## config.mk

```make
export PLATFORM = sky130hd
export DESIGN_NAME = sliding_window_median_core_flat
export DESIGN_NICKNAME = d
export VERILOG_FILES = /design/src/swm_pkg.sv /design/src/swm_stream_ifs.sv /design/src/swm_cell.sv /design/src/sliding_window_median_core.sv /design/src/flat_wrapper.sv
export VERILOG_INCLUDE_DIRS = /design/src /design/src/src
export SDC_FILE = /design/constraint.sdc
export NUM_CORES = 2
export LEC_CHECK = 0
export BUFFER_PORTS_ARGS = -buffer_cell sky130_fd_sc_hd__buf_4
export CAP_MARGIN = 20
export CORE_ASPECT_RATIO = 0.9
export CORE_MARGIN = 5
export CORE_UTILIZATION = 50
export DETAILED_ROUTE_END_ITERATION = 8
export PLACE_DENSITY = 0.65
export SETUP_SLACK_MARGIN = 0.02
export SLEW_MARGIN = 25
export SYNTH_ARGS = -nofsm -noshare
export SYNTH_HDL_FRONTEND = slang
export SYNTH_SLANG_ARGS = --single-unit
```

## constraint.sdc

```tcl
create_clock -name clk -period 12.26 [get_ports clk]
set_input_delay 1.226 -clock clk [delete_from_list [all_inputs] [get_ports clk]]
set_output_delay 1.226 -clock clk [all_outputs]
set_load 0.02 [all_outputs]
```

## src/sliding_window_median_core_assert.svh

```systemverilog
// Assertion macros used by the sliding window median top level.
`ifndef SLIDING_WINDOW_MEDIAN_CORE_ASSERT_SVH
`define SLIDING_WINDOW_MEDIAN_CORE_ASSERT_SVH

// Same-cycle implication, checked on clk and disabled while rst_n is low.
`define SWM_ASSERT_IMP(lbl, ante, cons) \
    lbl: assert property (@(posedge clk) disable iff (!rst_n) (ante) |-> (cons)) \
        else $error("swm: same-cycle check failed");

// Next-cycle implication, checked on clk and disabled while rst_n is low.
`define SWM_ASSERT_NXT(lbl, ante, cons) \
    lbl: assert property (@(posedge clk) disable iff (!rst_n) (ante) |=> (cons)) \
        else $error("swm: next-cycle check failed");

`endif

```

## src/swm_pkg.sv

```systemverilog
// Shared constants and types for the sliding window median filter.
`default_nettype none

package swm_pkg;

    localparam int SWM_MAX_WINDOW  = 16;
    localparam int SWM_SAMPLE_BITS = 32;

    localparam int              CFG_LEN_W      = 5;
    localparam logic [CFG_LEN_W-1:0] WIN_LEN_RESET = 5'd16;

    // Broadcast control from the sequencer to every cell of the ring.
    typedef struct packed {
        logic load;
        logic run;
    } swm_cell_ctl_t;

    typedef enum logic [2:0] {
        ST_IDLE   = 3'b001,
        ST_RUN    = 3'b010,
        ST_FINISH = 3'b100
    } swm_state_t;

endpackage

`default_nettype wire

```

## src/swm_stream_ifs.sv

```systemverilog
// Valid/ready stream interfaces for the sample input and the median output.
`default_nettype none

interface swm_sample_if #(
    parameter int SAMPLE_BITS = 32
);
    logic                          valid;
    logic                          ready;
    logic signed [SAMPLE_BITS-1:0] sample;

    modport source (output valid, output sample, input ready);
    modport sink (input valid, input sample, output ready);
endinterface

interface swm_median_if #(
    parameter int SAMPLE_BITS = 32
);
    logic                          valid;
    logic                          ready;
    logic signed [SAMPLE_BITS-1:0] median;

    modport source (output valid, output median, input ready);
    modport sink (input valid, input median, output ready);
endinterface

`default_nettype wire

```

## src/swm_cell.sv

```systemverilog
// One ring cell: holds a window entry and counts how many active entries rank below it.
`default_nettype none

module swm_cell
    import swm_pkg::*;
#(
    parameter int MAX_WINDOW  = SWM_MAX_WINDOW,
    parameter int SAMPLE_BITS = SWM_SAMPLE_BITS,
    parameter int CELL_IDX    = 0,
    localparam int IDX_W      = (MAX_WINDOW > 1) ? $clog2(MAX_WINDOW) : 1,
    localparam int LEN_W      = $clog2(MAX_WINDOW + 1)
) (
    input  wire logic                          clk,
    input  wire logic                          rst_n,
    input  wire swm_cell_ctl_t                 ctl,
    input  wire logic                          wr_sel,
    input  wire logic signed [SAMPLE_BITS-1:0] sample,
    input  wire logic signed [SAMPLE_BITS-1:0] pass_in,
    input  wire logic [IDX_W-1:0]              step,
    input  wire logic [LEN_W-1:0]              len,
    input  wire logic [IDX_W-1:0]              target,
    output logic signed [SAMPLE_BITS-1:0]      own_value,
    output logic signed [SAMPLE_BITS-1:0]      pass_out,
    output logic                               is_median
);

    localparam logic [IDX_W:0] MY_IDX = (IDX_W+1)'(CELL_IDX);
    localparam logic [IDX_W:0] RING   = (IDX_W+1)'(MAX_WINDOW);

    logic signed [SAMPLE_BITS-1:0] own_reg,  own_next;
    logic signed [SAMPLE_BITS-1:0] pass_reg, pass_next;
    logic [IDX_W-1:0]              rank_reg, rank_next;

    logic [IDX_W:0] step_ext;
    logic [IDX_W:0] len_ext;
    logic [IDX_W:0] src_idx;
    logic           src_below;
    logic           count_hit;

    // After the load, the word in pass_reg at a given step came from the cell
    // that many places upstream in the ring.
    always_comb
    begin
        step_ext = {1'b0, step};
        len_ext  = (IDX_W+1)'(len);
        if (step_ext <= MY_IDX)
        begin
            src_idx = MY_IDX - step_ext;
        end
        else
        begin
            src_idx = MY_IDX + RING - step_ext;
        end
        // Ties are broken by ring position so that ranks form a permutation.
        src_below = (pass_reg < own_reg) || ((pass_reg == own_reg) && (src_idx < MY_IDX));
        count_hit = ctl.run && (src_idx < len_ext) && src_below;
    end

    always_comb
    begin
        if (ctl.load && wr_sel)
        begin
            own_next = sample;
        end
        else
        begin
            own_next = own_reg;
        end

        if (ctl.load)
        begin
            pass_next = own_next;
        end
        else if (ctl.run)
        begin
            pass_next = pass_in;
        end
        else
        begin
            pass_next = pass_reg;
        end

        if (ctl.load)
        begin
            rank_next = '0;
        end
        else if (count_hit)
        begin
            rank_next = rank_reg + 1'b1;
        end
        else
        begin
            rank_next = rank_reg;
        end
    end

    always_ff @(posedge clk or negedge rst_n)
    begin
        if (!rst_n)
        begin
            own_reg <= '0;
        end
        else
        begin
            own_reg <= own_next;
        end
    end

    always_ff @(posedge clk)
    begin
        pass_reg <= pass_next;
        rank_reg <= rank_next;
    end

    assign own_value = own_reg;
    assign pass_out  = pass_reg;
    assign is_median = (MY_IDX < len_ext) && (rank_reg == target);

endmodule

`default_nettype wire

```

## src/sliding_window_median_core.sv

```systemverilog
// Sliding window median filter top level: sequencer, cell ring and output register.
// Running median over the last window_len samples (1 to MAX_WINDOW, reset 16; zero
// acts as 1 and larger values saturate). Each accepted sample overwrites the oldest
// window entry and yields one median word, the entry of rank window_len/2 in signed
// ascending order (the upper median for even lengths). Reset clears the window to
// zero, and those zeros count as samples until overwritten. Each sample is accepted
// and loaded, then a copy of the window rotates once around the ring of cells while
// every cell counts the entries below its own, and then the cell whose count equals
// the target rank is picked into the output register once that register is free. No
// new sample is accepted until then. A finished median waits in the output register
// while the next sample is being worked on.
// Write window_len only while no sample is in flight.
`default_nettype none
`include "sliding_window_median_core_assert.svh"

module sliding_window_median_core
    import swm_pkg::*;
#(
    parameter int MAX_WINDOW  = SWM_MAX_WINDOW,
    parameter int SAMPLE_BITS = SWM_SAMPLE_BITS
) (
    input  wire logic                 clk,
    input  wire logic                 rst_n,
    input  wire logic                 cfg_we,
    input  wire logic [CFG_LEN_W-1:0] cfg_wdata,
    swm_sample_if.sink                samples,
    swm_median_if.source              medians
);

    localparam int IDX_W = (MAX_WINDOW > 1) ? $clog2(MAX_WINDOW) : 1;
    localparam int LEN_W = $clog2(MAX_WINDOW + 1);
    localparam logic [IDX_W-1:0] LAST_STEP = IDX_W'(MAX_WINDOW - 1);

    swm_state_t state_reg, state_next;

    logic [CFG_LEN_W-1:0] win_len_reg,  win_len_next;
    logic [LEN_W-1:0]     len_run_reg,  len_run_next;
    logic [IDX_W-1:0]     oldest_reg,   oldest_next;
    logic [IDX_W-1:0]     step_reg,     step_next;
    logic                 out_valid_reg, out_valid_next;
    logic signed [SAMPLE_BITS-1:0] median_reg, median_next;

    logic [LEN_W-1:0] len_eff;
    logic [IDX_W-1:0] slot;
    logic [IDX_W:0]   slot_inc;
    logic [IDX_W-1:0] target;
    logic             in_fire;
    logic             out_free;
    swm_cell_ctl_t    cell_ctl;

    logic signed [SAMPLE_BITS-1:0] own_arr  [MAX_WINDOW];
    logic signed [SAMPLE_BITS-1:0] pass_arr [MAX_WINDOW];
    logic [MAX_WINDOW-1:0]         med_hit;
    logic signed [SAMPLE_BITS-1:0] sel_value;

    assign samples.ready = (state_reg == ST_IDLE);
    assign in_fire       = samples.valid && samples.ready;
    assign out_free      = !out_valid_reg || medians.ready;
    assign medians.valid  = out_valid_reg;
    assign medians.median = median_reg;

    assign cell_ctl.load = in_fire;
    assign cell_ctl.run  = (state_reg == ST_RUN);
    assign target        = IDX_W'(len_run_reg >> 1);

    always_comb
    begin
        if (win_len_reg == '0)
        begin
            len_eff = LEN_W'(1);
        end
        else if (32'(win_len_reg) > 32'(MAX_WINDOW))
        begin
            len_eff = LEN_W'(MAX_WINDOW);
        end
        else
        begin
            len_eff = LEN_W'(win_len_reg);
        end
    end

    // A shortened window may leave the write pointer past its end; it wraps first.
    always_comb
    begin
        if ((IDX_W+1)'(oldest_reg) >= (IDX_W+1)'(len_eff))
        begin
            slot = '0;
        end
        else
        begin
            slot = oldest_reg;
        end
        slot_inc = (IDX_W+1)'(slot) + 1'b1;
    end

    always_comb
    begin
        sel_value = '0;
        for (int i = 0; i < MAX_WINDOW; i++)
        begin
            sel_value = sel_value | ({SAMPLE_BITS{med_hit[i]}} & own_arr[i]);
        end
    end

    always_comb
    begin
        state_next     = state_reg;
        win_len_next   = win_len_reg;
        len_run_next   = len_run_reg;
        oldest_next    = oldest_reg;
        step_next      = step_reg;
        out_valid_next = out_valid_reg;
        median_next    = median_reg;

        if (cfg_we)
        begin
            win_len_next = cfg_wdata;
        end

        if (medians.ready)
        begin
            out_valid_next = 1'b0;
        end

        case (state_reg)
            ST_IDLE:
            begin
                if (in_fire)
                begin
                    len_run_next = len_eff;
                    step_next    = '0;
                    if (slot_inc >= (IDX_W+1)'(len_eff))
                    begin
                        oldest_next = '0;
                    end
                    else
                    begin
                        oldest_next = IDX_W'(slot_inc);
                    end
                    state_next = ST_RUN;
                end
            end
            ST_RUN:
            begin
                step_next = step_reg + 1'b1;
                if (step_reg == LAST_STEP)
                begin
                    state_next = ST_FINISH;
                end
            end
            ST_FINISH:
            begin
                if (out_free)
                begin
                    median_next    = sel_value;
                    out_valid_next = 1'b1;
                    state_next     = ST_IDLE;
                end
            end
            default:
            begin
                state_next = ST_IDLE;
            end
        endcase
    end

    always_ff @(posedge clk or negedge rst_n)
    begin
        if (!rst_n)
        begin
            state_reg     <= ST_IDLE;
            win_len_reg   <= WIN_LEN_RESET;
            len_run_reg   <= '0;
            oldest_reg    <= '0;
            step_reg      <= '0;
            out_valid_reg <= 1'b0;
        end
        else
        begin
            state_reg     <= state_next;
            win_len_reg   <= win_len_next;
            len_run_reg   <= len_run_next;
            oldest_reg    <= oldest_next;
            step_reg      <= step_next;
            out_valid_reg <= out_valid_next;
        end
    end

    always_ff @(posedge clk)
    begin
        median_reg <= median_next;
    end

    for (genvar g = 0; g < MAX_WINDOW; g++)
    begin : g_cell
        localparam int PREV = (g + MAX_WINDOW - 1) % MAX_WINDOW;

        swm_cell #(
            .MAX_WINDOW  (MAX_WINDOW),
            .SAMPLE_BITS (SAMPLE_BITS),
            .CELL_IDX    (g)
        ) u_cell (
            .clk       (clk),
            .rst_n     (rst_n),
            .ctl       (cell_ctl),
            .wr_sel    (slot == IDX_W'(g)),
            .sample    (samples.sample),
            .pass_in   (pass_arr[PREV]),
            .step      (step_reg),
            .len       (len_run_reg),
            .target    (target),
            .own_value (own_arr[g]),
            .pass_out  (pass_arr[g]),
            .is_median (med_hit[g])
        );
    end

    // Ranks of the active cells form a permutation, so exactly one cell matches.
    `SWM_ASSERT_IMP(a_one_median, state_reg == ST_FINISH, $onehot(med_hit))
    // The write pointer always lands inside the window used for this sample.
    `SWM_ASSERT_NXT(a_slot_in_window, in_fire, (IDX_W+1)'(oldest_reg) < (IDX_W+1)'(len_run_reg))
    // A new median word appears only out of the finish step.
    `SWM_ASSERT_NXT(a_out_from_finish, (state_reg != ST_FINISH) && out_free, !out_valid_reg)

endmodule

`default_nettype wire

```

## src/flat_wrapper.sv

```systemverilog
// flat-port wrapper written by rule: the top's interface ports become plain ports
module sliding_window_median_core_flat import swm_pkg::*;
#(
    parameter int MAX_WINDOW  = SWM_MAX_WINDOW,
    parameter int SAMPLE_BITS = SWM_SAMPLE_BITS
)
  (clk, rst_n, cfg_we, cfg_wdata, samples_valid, samples_sample, samples_ready, medians_valid, medians_median, medians_ready);
  swm_sample_if #(.SAMPLE_BITS(SAMPLE_BITS)) samples_i ();
  swm_median_if #(.SAMPLE_BITS(SAMPLE_BITS)) medians_i ();
  input  wire logic clk;
  input  wire logic rst_n;
  input  wire logic cfg_we;
  input  wire logic [CFG_LEN_W-1:0] cfg_wdata;
  input wire logic [$bits(samples_i.valid)-1:0] samples_valid;
  input wire logic [$bits(samples_i.sample)-1:0] samples_sample;
  output wire logic [$bits(samples_i.ready)-1:0] samples_ready;
  output wire logic [$bits(medians_i.valid)-1:0] medians_valid;
  output wire logic [$bits(medians_i.median)-1:0] medians_median;
  input wire logic [$bits(medians_i.ready)-1:0] medians_ready;
  assign samples_i.valid = samples_valid;
  assign samples_i.sample = samples_sample;
  assign samples_ready = samples_i.ready;
  assign medians_valid = medians_i.valid;
  assign medians_median = medians_i.median;
  assign medians_i.ready = medians_ready;
  sliding_window_median_core #(.MAX_WINDOW(MAX_WINDOW), .SAMPLE_BITS(SAMPLE_BITS)) u_core (.clk(clk), .rst_n(rst_n), .cfg_we(cfg_we), .cfg_wdata(cfg_wdata), .samples(samples_i), .medians(medians_i));
endmodule
```

* Word level (Yosys, flattened, before mapping)
Index checks and enable logic that the tools add are counted.
** Storage, ports and cells
- Bits in registers :: 1142
- Input bits :: 42
- Output and inout bits :: 34
- Word-level logic and storage cells :: 454
** Operators by class
- Add/sub/neg operators :: 49
- Order comparisons :: 82
- Equal/unequal tests :: 54
- Muxes and demuxes :: 76
- Bitwise gates (word level) :: 31
- Reductions and logical operators :: 107
** Operator list (count)
- 32-bit 2-to-1 mux :: 48
- 32-bit bitwise AND :: 16
- 32-bit equality test :: 16
- 32-bit less-than comparator :: 16
- 32-bit bitwise OR :: 15
- 5-bit 2-to-1 mux :: 17
- 1-bit logical AND :: 81
- 5-bit less-than comparator :: 16
- 5-bit by 4-bit subtractor with 5-bit output, first input constant :: 15
- 4-bit by 1-bit adder with 4-bit output, second input constant :: 17
- 4-bit equality test :: 16
- 4-bit by 5-bit less-than comparator with 1-bit output, first input constant :: 8
- 5-bit by 4-bit less-than comparator with 1-bit output, second input constant :: 8
- 4-bit by 4-bit subtractor with 5-bit output, first input constant :: 8
- 4-bit equality test, second input constant :: 9
- 4-bit <= comparator, second input constant :: 7
- 3-bit by 5-bit less-than comparator with 1-bit output, first input constant :: 4
- 5-bit by 3-bit less-than comparator with 1-bit output, second input constant :: 4
- 3-bit by 4-bit subtractor with 5-bit output, first input constant :: 4
- 1-bit logical OR :: 17
- 4-bit by 3-bit equality test with 1-bit output, second input constant :: 4
- 4-bit by 3-bit <= comparator with 1-bit output, second input constant :: 4
- 4-bit 2-to-1 mux :: 3
- 1-bit by 5-bit less-than comparator with 1-bit output, first input constant :: 2
- 28 further kinds :: 44

* Longest topological paths before layout
- Depth in word-level cells :: 18
- Depth in mapped cells :: 19
- Gate-level depth less buffers :: 19

* Modules after synthesis
Synthesis repeated with hierarchy kept, for this count alone.
** Second synthesis, totals
- Cell total of the unflattened synthesis :: 5456
- Area total of the unflattened synthesis :: 65934.5 sq um
** Modules (own cells, without submodules)
- sliding_window_median_core :: instances 1, cells an instance 521, area each 4991.0 sq um, seq. area each 1514.0 sq um
- swm_cell at u_core.g_cell[5].u_cell :: instances 1, cells an instance 319, area each 3880.0 sq um, seq. area each 1841.8 sq um
- swm_cell at u_core.g_cell[10].u_cell :: instances 1, cells an instance 319, area each 3877.5 sq um, seq. area each 1841.8 sq um
- swm_cell at u_core.g_cell[9].u_cell :: instances 1, cells an instance 314, area each 3856.2 sq um, seq. area each 1841.8 sq um
- swm_cell at u_core.g_cell[3].u_cell :: instances 1, cells an instance 308, area each 3841.2 sq um, seq. area each 1841.8 sq um
- swm_cell at u_core.g_cell[13].u_cell :: instances 1, cells an instance 317, area each 3839.9 sq um, seq. area each 1841.8 sq um
- swm_cell at u_core.g_cell[14].u_cell :: instances 1, cells an instance 314, area each 3839.9 sq um, seq. area each 1841.8 sq um
- swm_cell at u_core.g_cell[6].u_cell :: instances 1, cells an instance 318, area each 3838.7 sq um, seq. area each 1841.8 sq um
- swm_cell at u_core.g_cell[2].u_cell :: instances 1, cells an instance 307, area each 3831.2 sq um, seq. area each 1841.8 sq um
- swm_cell at u_core.g_cell[12].u_cell :: instances 1, cells an instance 313, area each 3809.9 sq um, seq. area each 1841.8 sq um
- swm_cell at u_core.g_cell[11].u_cell :: instances 1, cells an instance 307, area each 3801.1 sq um, seq. area each 1841.8 sq um
- swm_cell at u_core.g_cell[8].u_cell :: instances 1, cells an instance 304, area each 3801.1 sq um, seq. area each 1841.8 sq um
- swm_cell at u_core.g_cell[1].u_cell :: instances 1, cells an instance 304, area each 3799.9 sq um, seq. area each 1841.8 sq um
- swm_cell at u_core.g_cell[4].u_cell :: instances 1, cells an instance 300, area each 3767.4 sq um, seq. area each 1841.8 sq um
- 3 more rows

* Worst setup path before layout
OpenSTA, ideal clock, no wires.
- Kind :: input to register
- From :: input samples_valid
- To :: register u_core.step_reg[1]
- Library setup time :: 0.614 ns
- Arrival :: 12.634 ns
- Required time :: 11.646 ns
- Setup slack :: -0.988 ns
- Stages :: 7
- Path buffers :: 3
- Cell sequence :: and3_1 > clkbuf_1 > clkbuf_1 > clkbuf_1 > nor2_1 > inv_1 > o22ai_1
** On the way
- Word-level cells in the longest chain between the ends :: 3
** RTL lines
- from (decl) :: RTL line flat_wrapper.sv:14 : input wire logic [$bits(samples_i.valid)-1:0] samples_valid;
- 1-bit logical AND :: RTL line sliding_window_median_core.sv:57 : assign in_fire = samples.valid && samples.ready;
- 2-bit inequality test (no source line)
- 2-bit AND reduction (no source line)
- to (signal assigned) :: RTL line sliding_window_median_core.sv:184 : step_reg <= step_next;
- to (decl) :: RTL line sliding_window_median_core.sv:39 : logic [IDX_W-1:0] step_reg, step_next;
No other way between the ends.
A chain may end at the register's enable or synchronous reset.

* Worst setup path after layout
- From :: register u_core.step_reg[0]
- To :: register u_core.g_cell[6].u_cell.rank_reg[3]
** On the way
- Word-level cells in the longest chain between the ends :: 6
- Elaborated cells on any way between the ends :: 10
- Those cells by class :: add/sub: 2; order compare: 3; mux: 1; reduce/logical: 4
** RTL lines
- 5-bit by 4-bit subtractor with 5-bit output (tied with other cells) :: RTL line swm_cell.sv:52 : src_idx = MY_IDX + RING - step_ext;
- 5-bit 2-to-1 mux (*) :: RTL line swm_cell.sv:46 : if (step_ext <= MY_IDX)
- 5-bit by 3-bit less-than comparator with 1-bit output :: RTL line swm_cell.sv:55 : src_below = (pass_reg < own_reg) || ((pass_reg == own_reg) && (src_idx < MY_IDX));
- 1-bit logical AND :: RTL line swm_cell.sv:55
- 1-bit logical OR :: RTL line swm_cell.sv:55
- 1-bit logical AND (*) :: RTL line swm_cell.sv:56 : count_hit = ctl.run && (src_idx < len_ext) && src_below;
- to (signal assigned) :: RTL line swm_cell.sv:112 : rank_reg <= rank_next;
- to (decl) :: RTL line swm_cell.sv:32 : logic [IDX_W-1:0] rank_reg, rank_next;
Every way passes the cells marked *; elsewhere a longest branch is shown, timed or not.

==> impl_table.tex <==
\begin{tabular}{lr}
\hline
Metric & Value \\
\hline
\multicolumn{2}{l}{\textbf{Routing}} \\
Final routed wire length divided by cell count & just under 30 um \\
Average via count per standard cell & 6.32 \\
Routed WL & between 200 and 250 mm \\
DR vias & between 40000 and 50000 \\
Violation count after the first detailed-routing iteration & approximately 6100 \\
Number of routed nets with antenna violations & 0 \\
First drt pass iteration count & 9 \\
Number of remaining DRC errors & 2 \\
\multicolumn{2}{l}{\textbf{Power and ir drop}} \\
Pleak & between 30 and 40 nW \\
Post-layout power & between 15 and 20 mW \\
Max VDD drop & around 0.16 mV \\
Power per standard cell area & 272 nW/um\^{}2 \\
\multicolumn{2}{l}{\textbf{Timing}} \\
Slew at the pin closest to its max-slew limit & between 1000 and 1500 ps \\
Minimum clock period after layout & between 5000 and 6000 ps \\
Fmax achieved & 0.198 GHz \\
Period Utilization, post-route & between 40 and 50\% \\
Setup clock skew after layout & around 54 ps \\
Headroom to the max-slew limit & 21.3\% \\
Aggregate negative setup slack & 0 ps \\
Max Transition Viols Final & 0 \\
Setup repair after global routing missed its margin & false \\
Smallest hold slack & 448 ps \\
Finish-stage setup viols & 0 \\
Fin. Hold Viols & 0 \\
\multicolumn{2}{l}{\textbf{Logic synthesis}} \\
Post-synthesis cell type count & slightly above 80 \\
Post-synth top area cell & sky130\_fd\_sc\_hd\_\_edfxtp\_1 \\
Number of warnings printed during yosys synthesis & 0 \\
Mean instance size in the synthesized netlist & approximately 12 sq um \\
Synthesized net count & $\sim$6200 \\
Top FF cell, synth & sky130\_fd\_sc\_hd\_\_edfxtp\_1 \\
Mapped Cells & between 5000 and 6000 \\
Number of enable-type register cells in the synthesized netlist & roughly 540 \\
Share of synthesized area occupied by flip-flops and latches & 48.5\% \\
Share of synthesized flip-flops with an asynchronous set or reset & between 40\% and 50\% \\
Dominant cells by area after synthesis & sky130\_fd\_sc\_hd\_\_edfxtp\_1 (26\%), sky130\_fd\_sc\_hd\_\_dfrtp\_1 (21\%), sky130\_fd\_sc\_hd\_\_mux2\_2 (12\%) \\
Post-synthesis instance area & $\sim$64000 sq um \\
Proportion of netlist area held by the largest area contributor & roughly a quarter \\
Number of register bits inferred by synthesis & around 1100 \\
\multicolumn{2}{l}{\textbf{Worst setup path}} \\
Crit path buf inv count & 1 \\
Chain of cells forming the critical path & clkinv\_1, ha\_1, or3\_1, a311oi\_1, ha\_1, a211o\_1, a31oi\_1, nand3b\_1, nor4\_1, nor2\_1, or3\_1, a21oi\_1 \\
Path depth of the worst reg2reg path & 12 \\
Required time of the critical path & 12950 ps \\
Logic depth of the worst path, buffers included & 12 \\
Largest fanout on the critical path & 18 \\
Dominant delay contributor by cell family on the critical path & simple AND/OR/NAND/NOR gates \\
Arrival time of the worst setup path & between 5000 and 6000 ps \\
Endpoint class of the critical path & register \\
Standard cell with the maximum stage delay on the critical path & sky130\_fd\_sc\_hd\_\_dfrtp\_1 \\
Critical Path Start Type & register \\
Crit path largest cell delay & between 700 and 800 ps \\
Startpoint-to-endpoint class of the critical path & reg2reg \\
\multicolumn{2}{l}{\textbf{Clocking}} \\
Resized cells post-CTS & 0 \\
Buffer type at the clock tree root & sky130\_fd\_sc\_hd\_\_clkbuf\_16 \\
Post-CTS Hold Buffers & 0 \\
Setup fix buffers added after clock tree synthesis & 0 \\
Clk\_lat worst skew & 770 ps \\
Clock tree from TritonCTS & done \\
Clock input transition at the sequential cells of the worst setup and hold paths & $\sim$60 ps \\
Largest buffer count on any clock path & 3 \\
CTS sink count & between 1000 and 1500 \\
Clock buffers created by TritonCTS & 121 \\
H-Tree Level Count & 3 \\
\multicolumn{2}{l}{\textbf{GRT}} \\
Global-route wire length before repair & 311 mm \\
Antenna violations before repair & 7 \\
Pin count of the biggest net entering global routing & around 160 \\
Vias in the first global route & 44800 \\
Overall routing resource usage & between 30\% and 40\% \\
Global route total overflow & 0 \\
\multicolumn{2}{l}{\textbf{Outcome}} \\
Violations in the final reports & design-rule violations \\
Run status & finished with violations \\
\multicolumn{2}{l}{\textbf{Place}} \\
Detailed Place HPWL & approximately 150 mm \\
IO Port Bufs & 75 \\
Placed Cells incl. Taps & 7157 \\
Routability congestion estimate from global placement & 0.931 \\
\multicolumn{2}{l}{\textbf{Die}} \\
Horizontal extent of the die & between 300 and 400 um \\
I/O pin count & 76 \\
Die outline height & 349 um \\
Core area & $\sim$130000 sq um \\
Initial Utilization & 50.3\% \\
Die ar. & 135000 sq um \\
Row Count & approximately 120 \\
\multicolumn{2}{l}{\textbf{Flow run}} \\
Max-capacitance violation count & 0 \\
\multicolumn{2}{l}{\textbf{Cells and area}} \\
Commonest non-fill, non-tap cell in the layout & sky130\_fd\_sc\_hd\_\_mux2\_2 \\
Area taken by multi-input logic gates & between 20000 and 30000 sq um \\
Leading cell types in the layout, fill and taps excluded & sky130\_fd\_sc\_hd\_\_mux2\_2 (696), sky130\_fd\_sc\_hd\_\_inv\_1 (644), sky130\_fd\_sc\_hd\_\_ha\_1 (601), sky130\_fd\_sc\_hd\_\_edfxtp\_1 (544), sky130\_fd\_sc\_hd\_\_dfrtp\_1 (532) \\
Fraction of final layout cells with drive strength greater than 1 & 20.4\% \\
Nets & 6223 \\
Sequential cell area in the final layout & 31000 sq um \\
Final cell count without fillers & about 7400 \\
Filler instances & 10700 \\
Signed area change from the synthesized netlist to the final layout & 10.3\% \\
\multicolumn{2}{l}{\textbf{Min path}} \\
Hold WC Path Type & in2async \\
\hline
\end{tabular}
==> cells in the mapped netlist, types with 8 or more instances <==
cell	count
sky130_fd_sc_hd__o21ai_0	256
sky130_fd_sc_hd__a21o_1	51
sky130_fd_sc_hd__or3_1	16
sky130_fd_sc_hd__or4_1	14
sky130_fd_sc_hd__mux2i_1	98
sky130_fd_sc_hd__buf_1	18
sky130_fd_sc_hd__a2111oi_0	8
sky130_fd_sc_hd__a222oi_1	90
sky130_fd_sc_hd__nor2_1	148
sky130_fd_sc_hd__a211oi_1	26
sky130_fd_sc_hd__xnor2_1	25
sky130_fd_sc_hd__o211ai_1	30
sky130_fd_sc_hd__o21a_1	11
sky130_fd_sc_hd__a21boi_0	9
sky130_fd_sc_hd__mux2_1	35
sky130_fd_sc_hd__o31ai_1	20
sky130_fd_sc_hd__nor2b_1	31
sky130_fd_sc_hd__ha_1	601
sky130_fd_sc_hd__dfrtp_1	532
sky130_fd_sc_hd__nand2_1	391
sky130_fd_sc_hd__mux2_2	696
sky130_fd_sc_hd__a21oi_1	258
sky130_fd_sc_hd__mux2_4	78
sky130_fd_sc_hd__a211o_1	10
sky130_fd_sc_hd__buf_2	28
sky130_fd_sc_hd__xor2_1	45
sky130_fd_sc_hd__clkbuf_1	189
sky130_fd_sc_hd__a22oi_1	67
sky130_fd_sc_hd__nand3_1	92
sky130_fd_sc_hd__nor4_1	34
sky130_fd_sc_hd__buf_6	9
sky130_fd_sc_hd__nor3b_1	12
sky130_fd_sc_hd__a221oi_1	45
sky130_fd_sc_hd__inv_1	645
sky130_fd_sc_hd__dfxtp_1	64
sky130_fd_sc_hd__nand4_1	140
sky130_fd_sc_hd__edfxtp_1	544
sky130_fd_sc_hd__nand2b_1	23
sky130_fd_sc_hd__nor3_1	54
sky130_fd_sc_hd__a31oi_1	15
==> where the power goes <==
part	internal, mW	total, mW	switching [mW]
registers	5.98	7.21	1.23
clock network	2.10	3.70	1.60
logic	3.16	8.24	5.08
==> per-stage QoR <==
stage          cell area, sq um  worst slack (ps)  utilization [%]
2_1_floorplan             63900              2010                -
3_3_place_gp              66500              6800             52.3
3_5_place_dp              66500              6730             52.3
4_1_cts                   70400              7350             55.4
5_1_grt                   70500              6990             55.4
6_report                  70500              7220             55.5
==> area by class of cell <==
class,instances,area share [%]
Antenna cell,3,0.0107
Clock inverter,29,0.412
Clock buffer,197,5.18
Multi-Input combinational cell,3516,42.3
Tap cell,1701,3.02
Timing Repair Buffer,152,1.70
Sequential cell,1142,44.0
Inverter,647,3.45
==> path summary, 6_finish.rpt <==
path | from | end | slack (ps)
setup reg to reg | u_core.step_reg[0]$_DFFE_PN0P_ | u_core.g_cell[6].u_cell.rank_reg[3]$_SDFFE_PP0P_ | 7220
max in group asynchronous | rst_n | u_core.g_cell[6].u_cell.own_value[19]$_DFF_PN0_ | 9620
setup / recovery | u_core.step_reg[0]$_DFFE_PN0P_ | u_core.g_cell[6].u_cell.rank_reg[3]$_SDFFE_PP0P_ | 7220
hold reg to reg | u_core.g_cell[0].u_cell.rank_reg[3]$_SDFFE_PP0P_ | u_core.g_cell[0].u_cell.rank_reg[3]$_SDFFE_PP0P_ | 490
min in group clk | u_core.g_cell[0].u_cell.rank_reg[3]$_SDFFE_PP0P_ | u_core.g_cell[0].u_cell.rank_reg[3]$_SDFFE_PP0P_ | 490
hold / removal | rst_n | u_core.g_cell[12].u_cell.own_value[27]$_DFF_PN0_ | 450
==> cell families (layout without fill, tap and decap cells) <==
logic type,after synthesis,after routing,share of synthesized area [%]
flip-flops,1142,1142,48.5
AND/OR/NAND/NOR,987,987,7.40
AO/OA/AOI/OAI,950,950,9.74
multiplexers,907,907,16.3
buffers and inverters,891,1025,5.39
adder cells (fa/ha/maj),601,601,11.8
XOR/XNOR,70,70,0.960
other,1,4,0.00587
==> per-layer routing <==
metal / global-route usage [%] / vias to the layer above / routed length, um
li1: - / 20400 / -
met1: 45.5 / 23600 / 92400
met2: 44.6 / 2413 / 89800
met3: 7.96 / 358 / 24900
met4: 11.8 / 4 / 9200
met5: 0 / - / 27
Note: power is estimated with default switching activity, not from simulation.
